==> config.mk <==
export PLATFORM = sky130hd
export DESIGN_NAME = rat_cell
export DESIGN_NICKNAME = d
export VERILOG_FILES = /design/src/hw/rtl/rat_pkg.sv /design/src/hw/rtl/rat_cell.sv
export SDC_FILE = /design/constraint.sdc
export NUM_CORES = 1
export LEC_CHECK = 0
export ABC_AREA = 0
export BUFFER_PORTS_ARGS = -buffer_cell sky130_fd_sc_hd__buf_2
export CAP_MARGIN = 20
export CORE_AREA = 8 8 316 318
export CTS_BUF_LIST = sky130_fd_sc_hd__clkbuf_2 sky130_fd_sc_hd__clkbuf_4 sky130_fd_sc_hd__clkbuf_8
export CTS_CLUSTER_SIZE = 30
export DETAILED_ROUTE_END_ITERATION = 7
export DIE_AREA = 0 0 324 326
export RECOVER_POWER = 100
export SLEW_MARGIN = 10
export SYNTH_ARGS = -nofsm -noshare
export SYNTH_HDL_FRONTEND = slang
export SYNTH_SLANG_ARGS = --single-unit
export TNS_END_PERCENT = 5
==> constraint.sdc <==
create_clock -name clk -period 7 [get_ports clk]
set_input_delay 1.05 -clock clk [delete_from_list [all_inputs] [get_ports clk]]
set_output_delay 1.05 -clock clk [all_outputs]
set_load 0.01 [all_outputs]
==> src/hw/rtl/rat_pkg.sv <==
// rat_pkg: shared types and constants of the region address translator
// used by rat_cell and region_address_translator, depends on nothing
`default_nettype none

package rat_pkg;

	localparam int ADDR_W = 64;
	localparam int IDX_W = 8;
	localparam int SLOT_W = 4;
	localparam int DEFAULT_TABLE_ENTRIES = 16;

	typedef enum logic [1:0] {
		CMD_REGISTER   = 2'd0,
		CMD_UNREGISTER = 2'd1,
		CMD_L2R        = 2'd2,
		CMD_R2L        = 2'd3
	} cmd_t;

	typedef enum logic [1:0] {
		STAT_OK         = 2'd0,
		STAT_NOT_FOUND  = 2'd1,
		STAT_TABLE_FULL = 2'd2
	} status_t;

	typedef enum logic [1:0] {
		FSM_IDLE,
		FSM_SEARCH,
		FSM_COMMIT
	} fsm_state_t;

	typedef enum logic [1:0] {
		UPD_INSERT,
		UPD_MODIFY,
		UPD_REMOVE
	} upd_op_t;

	// search beat handed from cell to cell
	typedef struct packed {
		logic              live;
		cmd_t              cmd;
		logic [ADDR_W-1:0] key;
		logic              base_hit;
		logic [IDX_W-1:0]  base_idx;
		logic [IDX_W-1:0]  base_rank;
		logic              free_hit;
		logic [IDX_W-1:0]  free_idx;
		logic              best_hit;
		logic [IDX_W-1:0]  best_idx;
		logic [IDX_W-1:0]  best_rank;
		logic [ADDR_W-1:0] best_val;
	} rat_search_t;

	// table update broadcast to every cell
	typedef struct packed {
		logic              en;
		upd_op_t           op;
		logic [IDX_W-1:0]  idx;
		logic [ADDR_W-1:0] lbase;
		logic [ADDR_W-1:0] size;
		logic [ADDR_W-1:0] rbase;
		logic [IDX_W-1:0]  rank;
	} rat_update_t;

endpackage

`default_nettype wire

==> src/hw/rtl/rat_cell.sv <==
// rat_cell: one table entry plus one stage of the search chain
// depends on rat_pkg
`default_nettype none

module rat_cell #(
	parameter int TABLE_ENTRIES = rat_pkg::DEFAULT_TABLE_ENTRIES,
	parameter int CELL_INDEX = 0
) (
	input  wire                  clk,
	input  wire                  arst_n,
	input  wire rat_pkg::rat_search_t rec_in,
	output rat_pkg::rat_search_t rec_out,
	input  wire rat_pkg::rat_update_t upd,
	output logic                 entry_valid
);

	localparam int RW = (TABLE_ENTRIES > 1) ? $clog2(TABLE_ENTRIES) : 1;
	localparam logic [rat_pkg::IDX_W-1:0] MY_IDX = rat_pkg::IDX_W'(CELL_INDEX);

	logic                        valid_q;
	logic [rat_pkg::ADDR_W-1:0]  lbase_q;
	logic [rat_pkg::ADDR_W-1:0]  len_q;
	logic [rat_pkg::ADDR_W-1:0]  rbase_q;
	logic [RW-1:0]               rank_q;
	rat_pkg::rat_search_t        rec_q;
	rat_pkg::rat_search_t        rec_nxt;

	logic [rat_pkg::IDX_W-1:0]   rank_ext;
	logic [rat_pkg::ADDR_W-1:0]  from_addr;
	logic [rat_pkg::ADDR_W-1:0]  to_addr;
	logic [rat_pkg::ADDR_W-1:0]  offset;
	logic                        base_match;
	logic                        range_match;
	logic                        is_target;

	assign rank_ext = rat_pkg::IDX_W'(rank_q);
	assign is_target = (upd.idx == MY_IDX);

	always_comb begin
		from_addr = (rec_in.cmd == rat_pkg::CMD_L2R) ? lbase_q : rbase_q;
		to_addr = (rec_in.cmd == rat_pkg::CMD_L2R) ? rbase_q : lbase_q;
		offset = rec_in.key - from_addr;
		base_match = valid_q && (lbase_q == rec_in.key);
		range_match = valid_q && (offset < len_q) &&
			(!rec_in.best_hit || (rank_ext > rec_in.best_rank));
		rec_nxt = rec_in;
		if (base_match && !rec_in.base_hit) begin
			rec_nxt.base_hit = 1'b1;
			rec_nxt.base_idx = MY_IDX;
			rec_nxt.base_rank = rank_ext;
		end
		if (!valid_q && !rec_in.free_hit) begin
			rec_nxt.free_hit = 1'b1;
			rec_nxt.free_idx = MY_IDX;
		end
		if (range_match) begin
			rec_nxt.best_hit = 1'b1;
			rec_nxt.best_idx = MY_IDX;
			rec_nxt.best_rank = rank_ext;
			rec_nxt.best_val = to_addr + offset;
		end
	end

	always_ff @(posedge clk or negedge arst_n) begin
		if (!arst_n) begin
			rec_q.live <= 1'b0;
		end else begin
			rec_q <= rec_nxt;
		end
	end

	always_ff @(posedge clk or negedge arst_n) begin
		if (!arst_n) begin
			valid_q <= 1'b0;
		end else if (upd.en) begin
			unique case (upd.op)
				rat_pkg::UPD_INSERT: begin
					if (is_target) valid_q <= 1'b1;
				end
				rat_pkg::UPD_REMOVE: begin
					if (is_target) valid_q <= 1'b0;
				end
				default: begin
				end
			endcase
		end
	end

	always_ff @(posedge clk) begin
		if (upd.en) begin
			unique case (upd.op)
				rat_pkg::UPD_INSERT: begin
					if (is_target) begin
						lbase_q <= upd.lbase;
						len_q <= upd.size;
						rbase_q <= upd.rbase;
						rank_q <= RW'(upd.rank);
					end
				end
				rat_pkg::UPD_MODIFY: begin
					if (is_target) begin
						len_q <= upd.size;
						rbase_q <= upd.rbase;
					end
				end
				rat_pkg::UPD_REMOVE: begin
					if (!is_target && valid_q && (rank_ext > upd.rank))
						rank_q <= rank_q - RW'(1);
				end
				default: begin
				end
			endcase
		end
	end

	assign rec_out = rec_q;
	assign entry_valid = valid_q;

endmodule

`default_nettype wire

==> impl_metrics.json, run 1 <==
{
  "cts_buffer_depth": 3,
  "setup.worst_path.end": "rec_out[10]",
  "yosysTopAreaCellShare": 0.4729,
  "pwr-share-seq": 0.362,
  "min_path_type": "input port to flip-flop",
  "synth-main-ff-cell": "edfxtp_1",
  "root_buffer": "clkbuf_8",
  "drv_slew": 335,
  "vias": 20760,
  "total_power_w": 0.007028,
  "slowest_stage": "or4_4",
  "grt_pass1_wl_mm": 142.8,
  "critPathMaxStageDelay_ns": 0.56,
  "worst_slew_pin_slew_ns": 4.180,
  "core_area_um2": 94450,
  "postSynth.asyncResetShare": 0.005391,
  "layout-drive-gt1-share": 0.3502,
  "power_density_nw_per_um2": 211.6,
  "status": "complete, but fails checks",
  "combPwrFrac": 0.287,
  "io_buffers": 561,
  "internal_power_w": 0.004852,
  "grt_max_degree": 74,
  "cp-start-kind": "input port",
  "start_util": 0.2481,
  "slew_headroom": -1.787,
  "violations": "capacitance limit, slew limit",
  "rrSetupSlack_ns": 0.54,
  "ys_top_cells_by_area": "edfxtp_1, ha_1, mux2_2",
  "wl_mm": 102.1,
  "final-setup-viol-count": 0,
  "cts_made_buffers": 73,
  "clock_latency_ns": 0.72,
  "peakVddDrop_v": 0.0001525,
  "post-route-min-period_ns": 6.962,
  "syn_to_final_growth_pct": 41.74,
  "synth_nets": 2651,
  "synthCells": 2068,
  "place_congestion": 0.8936,
  "fin_setup_tns_ns": 0,
  "ys.warnings.count": 0,
  "leakage_nw": 13.76,
  "synth_enable_flop_cells": 369,
  "r2r_end": "rec_out[28]",
  "drtAntennaViolNets": 0,
  "die_height_um": 326,
  "die_w_um": 324,
  "switchingPower_w": 0.002176,
  "gr-total-overflow": 0,
  "syn_area_per_cell_um2": 11.33,
  "rows": 113,
  "antenna_found_initial": 54,
  "netlist_area_um2": 23430,
  "drv_cap": 7,
  "cp_data_required_time_ns": 7.46,
  "drcViolationCount": 0,
  "grt_pass1_vias": 20880,
  "numClockSinks": 371,
  "startpoint": "rec_in[171]",
  "reg2regPathDepth": 29,
  "netSwitchingFraction": 0.3096,
  "grtUsageTotal": 0.1848,
  "io-pin-count": 562,
  "avgViaCountPerCell": 4.651,
  "clockPowerShare": 0.351,
  "arrival_ns": 7.42,
  "ys_types": 87,
  "synth_top_area_cell": "edfxtp_1",
  "synth_commonest_cells": "edfxtp_1, ha_1, a21oi_1",
  "worst_clock_skew_ns": 0.06345,
  "dp_hpwl_mm": 83.83,
  "hold_viol_final": 0,
  "period_share": 0.9946,
  "final_nets": 3702,
  "r2r-start": "lbase_q[0]",
  "ys_seq_area_frac": 0.4751,
  "postCtsHoldBufs": 0,
  "die_area_um2": 105600,
  "max_freq_mhz": 143.6,
  "first_iter_violations": 1461,
  "yosysMostFrequentCell": "edfxtp_1",
  "cp-end-kind": "flip-flop",
  "first_pass_iters": 8,
  "tritoncts": "built",
  "cts.clk_slew.worst_paths_ns": 0.07,
  "h-tree-depth": 3,
  "criticalPathCategory": "input port to flip-flop",
  "rsz0062_at_grt": "yes",
  "synth_seq_cells": 371,
  "cp_max_fo": 22,
  "wire_per_inst_um": 22.88
}
-- critical path, delay by kind of cell --
| kind | cells | cell delay, ns |
|---|---|---|
| AND/OR/NAND/NOR | 5 | 1.24 |
| buffers and inverters | 10 | 1.53 |
| AO/OA/AOI/OAI | 16 | 2.76 |
| multiplexers | 1 | 0.20 |
| adder cells (fa/ha/maj) | 2 | 0.58 |
-- worst min-delay path by stage --
stage	from	to	slack, ns	depth (start not counted)
2_1_floorplan	rank_q[0]	rec_out[64]	0.59	1
3_3_place_gp	entry_valid	rec_out[89]	0.63	1
3_5_place_dp	entry_valid	entry_valid	0.65	2
4_1_cts	arst_n	entry_valid	0.33	1
5_1_grt	rec_in[173]	rec_out[173]	0.40	1
6_report	rec_in[173]	rec_out[173]	0.47	1
-- layer usage --
layer	part of all wire	track usage	vias up
met5	0.0023	0	-
met4	0.024	0.04844	38
met3	0.091	0.06020	166
met2	0.46	0.3038	714
met1	0.42	0.2321	9874
li1	-	-	9965
-- what timing repair did --
action | in CTS | in global routing
pin swaps | 32 | 43
resized for setup | 38 | 75
hold endpoints to repair | 0 | 0
setup buffers | 17 | 20
gates cloned | 4 | 1
endpoints found under the setup margin | 64 | 81
-- state kept, by name (all words and copies together), names as in the netlist --
name,flops
len_q,64
rbase_q,64
lbase_q,64
entry_valid,1
rec_out,174
rank_q,4
-- placed cells by master (no fill, tap or decap), types with 25 or more instances in the layout --
| cell type | instances |
|---|---|
| a21oi_1 | 142 |
| buf_2 | 321 |
| nand2b_1 | 30 |
| inv_1 | 130 |
| clkbuf_8 | 73 |
| nand3_1 | 35 |
| buf_4 | 426 |
| clkbuf_1 | 252 |
| nand2_1 | 95 |
| edfxtp_1 | 369 |
| o21ai_0 | 77 |
| ha_1 | 192 |
| nand4_1 | 39 |
| and3_1 | 33 |
| a21o_1 | 72 |
| nor3_1 | 25 |
| nor2_1 | 73 |
| xor2_1 | 70 |
| xnor2_1 | 87 |
| nor2b_1 | 36 |
| mux2i_1 | 64 |
| mux2_2 | 104 |
-- per-stage QoR --
stage | area, um2 | std cells | hold WS (ns) | setup slack, ns | utilization
floorplan | 23600 | 2068 | 0.5947 | -0.1861 | -
global placement | 31020 | 4268 | 0.6345 | -0.9625 | 0.3285
detailed placement | 31020 | 4268 | 0.6542 | -1.019 | 0.3285
CTS | 33070 | 4423 | 0.3303 | -0.006076 | 0.3502
global route | 33160 | 4445 | 0.4046 | -0.2614 | 0.3511
finish | 33210 | 4463 | 0.4717 | 0.03780 | 0.3516
-- power by group through the flow --
stage                     registers, W  logic, W  clock network, W
after floorplan                0.00263  0.000925                 0
after global placement         0.00258   0.00197                 0
after detailed placement       0.00259   0.00197                 0
after CTS                      0.00254   0.00202           0.00257
after global routing           0.00255   0.00219           0.00264
final                          0.00255   0.00201           0.00247
-- kinds of logic (layout without fill, tap and decap cells) --
kind of cell | after synthesis | after routing | synth area share
AO/OA/AOI/OAI | 503 | 503 | 0.1400
flip-flops | 371 | 371 | 0.4751
XOR/XNOR | 158 | 158 | 0.05965
AND/OR/NAND/NOR | 477 | 477 | 0.1071
adder cells (fa/ha/maj) | 196 | 196 | 0.1053
buffers and inverters | 184 | 1294 | 0.03060
multiplexers | 179 | 179 | 0.08229
other | 0 | 20 | 0
-- final cells by class --
class	count	area (um2)
Antenna cell	20	50.05
Clock buffer	89	1125
Clock inverter	45	466.7
Fill cell	9805	61240
Inverter	130	488.0
Multi-Input combinational cell	1513	12090
Sequential cell	371	11130
Tap cell	1265	1583
Timing Repair Buffer	1030	6276
No activity file was read; power rests on OpenSTA's default activity.
==> run 2, diff against run 1 <==
--- a/config.mk
+++ b/config.mk
@@ -6,7 +6,7 @@
 export NUM_CORES = 1
 export LEC_CHECK = 0
 export ABC_AREA = 0
-export BUFFER_PORTS_ARGS = -buffer_cell sky130_fd_sc_hd__buf_2
+export BUFFER_PORTS_ARGS = -buffer_cell sky130_fd_sc_hd__buf_4
 export CAP_MARGIN = 20
 export CORE_AREA = 8 8 316 318
 export CTS_BUF_LIST = sky130_fd_sc_hd__clkbuf_2 sky130_fd_sc_hd__clkbuf_4 sky130_fd_sc_hd__clkbuf_8
==> run 2 against run 1 <==
The run still ends with capacitance limit, slew limit left. Worst setup slack got worse by 0.029 ns. Cell area rose by 2.1%. Clock-buffer cell count rose by 9.
==> impl_metrics.json, run 2 (synthesized netlist as in run 1, its figures left out) <==
{
  "status": "complete, but fails checks",
  "violations": "capacitance limit, slew limit",
  "worst_clock_skew_ns": 0.05497,
  "slew_headroom": -1.860,
  "rows": 113,
  "cp_data_required_time_ns": 7.43,
  "h-tree-depth": 3,
  "drv_cap": 6,
  "cp-start-kind": "input port",
  "tritoncts": "built",
  "die_area_um2": 105600,
  "grtUsageTotal": 0.1856,
  "reg2regPathDepth": 28,
  "critPathMaxStageDelay_ns": 0.38,
  "switchingPower_w": 0.002134,
  "place_congestion": 0.9293,
  "drv_slew": 376,
  "grt_pass1_vias": 20900,
  "period_share": 0.9988,
  "avgViaCountPerCell": 4.674,
  "cts_made_buffers": 74,
  "io-pin-count": 562,
  "dp_hpwl_mm": 84.06,
  "fin_area_um2": 33900,
  "final-setup-viol-count": 0,
  "final_cell_mix": "buf_4, edfxtp_1, clkbuf_1",
  "drtAntennaViolNets": 0,
  "internal_power_w": 0.004846,
  "max_freq_mhz": 143.0,
  "root_buffer": "clkbuf_8",
  "netSwitchingFraction": 0.3057,
  "power_density_nw_per_um2": 205.9,
  "first_iter_violations": 1486,
  "wl_mm": 103.8,
  "grt_max_degree": 129,
  "fill_cells": 9674,
  "arrival_ns": 7.43,
  "syn_to_final_growth_pct": 44.70,
  "antenna_found_initial": 36,
  "rsz0062_at_grt": "yes",
  "cts.clk_slew.worst_paths_ns": 0.06,
  "rrSetupSlack_ns": 0.51,
  "combPwrFrac": 0.295,
  "first_pass_iters": 5,
  "gr-total-overflow": 0,
  "io_buffers": 561,
  "clock_latency_ns": 0.71,
  "placed_area_um2": 32460,
  "cts_buffer_depth": 3,
  "peakVddDrop_v": 0.0001678,
  "hold_viol_final": 0,
  "drcViolationCount": 0,
  "fin_setup_tns_ns": 0,
  "die_w_um": 324,
  "final_nets": 3703,
  "post-route-min-period_ns": 6.991,
  "total_power_w": 0.006980,
  "cp-end-kind": "flip-flop",
  "cp_max_fo": 8,
  "start_util": 0.2481,
  "leakage_nw": 14.00,
  "postCtsHoldBufs": 0,
  "worst_slew_pin_slew_ns": 4.289,
  "min_path_type": "input port to flip-flop",
  "pwr-share-seq": 0.365,
  "final_core_util": 0.3590,
  "largest_reg_flops": 174,
  "numClockSinks": 371,
  "crit_path_frequent_cell": "buf_4",
  "wire_per_inst_um": 23.31,
  "slowest_stage": "a311o_1",
  "hold_depth": 1,
  "criticalPathCategory": "input port to flip-flop",
  "clockPowerShare": 0.340,
  "grt_pass1_wl_mm": 142.3,
  "die_height_um": 326,
  "layout-drive-gt1-share": 0.3510,
  "vias": 20820,
  "layout.cells.most_common": "buf_4",
  "core_area_um2": 94450
}
## run 2: changes by cell type in the layout (fill, tap and decap cells not counted), moves of 8 or more
cell      delta
buf_2      -321
clkbuf_4   +195
buf_4      +142
buf_6        -9
clkinv_1     -8
## run 2: critical path, delay by kind of cell
family | cells | cell delay [ns]
xor+xnor | 1 | 0.24
compound gates | 13 | 2.75
buf+inv | 6 | 0.94
fa+ha+maj | 3 | 0.82
simple gates | 6 | 0.89
mux | 2 | 0.66
## run 2: per-layer routing
layer / global-route usage / vias to the layer above / wire (um)
met3: 0.06677 / 166 / 9000
li1: - / 9965 / -
met4: 0.05980 / 38 / 2837
met5: 0 / - / 237
met2: 0.3015 / 685 / 48340
met1: 0.2278 / 9962 / 43420
## run 2: power groups by stage
stage / Sequential [W] / Clock [W] / Combinational (W)
global route: 0.00255 / 0.00254 / 0.00224
CTS: 0.00255 / 0.00247 / 0.00209
finish: 0.00255 / 0.00237 / 0.00206
floorplan: 0.00263 / 0 / 0.000925
global placement: 0.00259 / 0 / 0.00206
detailed placement: 0.00259 / 0 / 0.00206
## run 2: through the flow
step | setup slack, ns | cells | hold WS [ns]
2_1_floorplan | -0.1861 | 2068 | 0.5947
3_3_place_gp | -1.141 | 4276 | 0.6318
3_5_place_dp | -1.136 | 4276 | 0.6493
4_1_cts | 0.01459 | 4416 | 0.3083
5_1_grt | -0.1682 | 4445 | 0.4082
6_report | 0.008607 | 4454 | 0.4859
## run 2: final timing paths
check | start | end
setup / recovery | rec_in[171] | rec_out[37]
hold / removal | rec_in[173] | rec_out[173]
setup reg to reg | lbase_q[0] | rec_out[37]
hold reg to reg | entry_valid | rec_out[89]
max in group asynchronous | arst_n | entry_valid
min in group asynchronous | arst_n | rec_out[173]
## run 2: layout make-up
type                    count  area [um2]  share of cell area
inverters                 130       488.0             0.01439
well taps                1265        1583             0.04668
flip-flops and latches    371       11130              0.3283
repair buffers           1030        7102              0.2095
diodes                     15       37.54            0.001107
clock inverters            32       309.0            0.009115
clock buffers              98        1211             0.03572
multi-input cells        1513       12040              0.3552
## run 2: timing repair
item	in CTS	in global routing
pin swaps	17	57
cloned	2	6
setup buffers	8	17
endpoints found under the setup margin	79	81
gates resized for setup	25	75
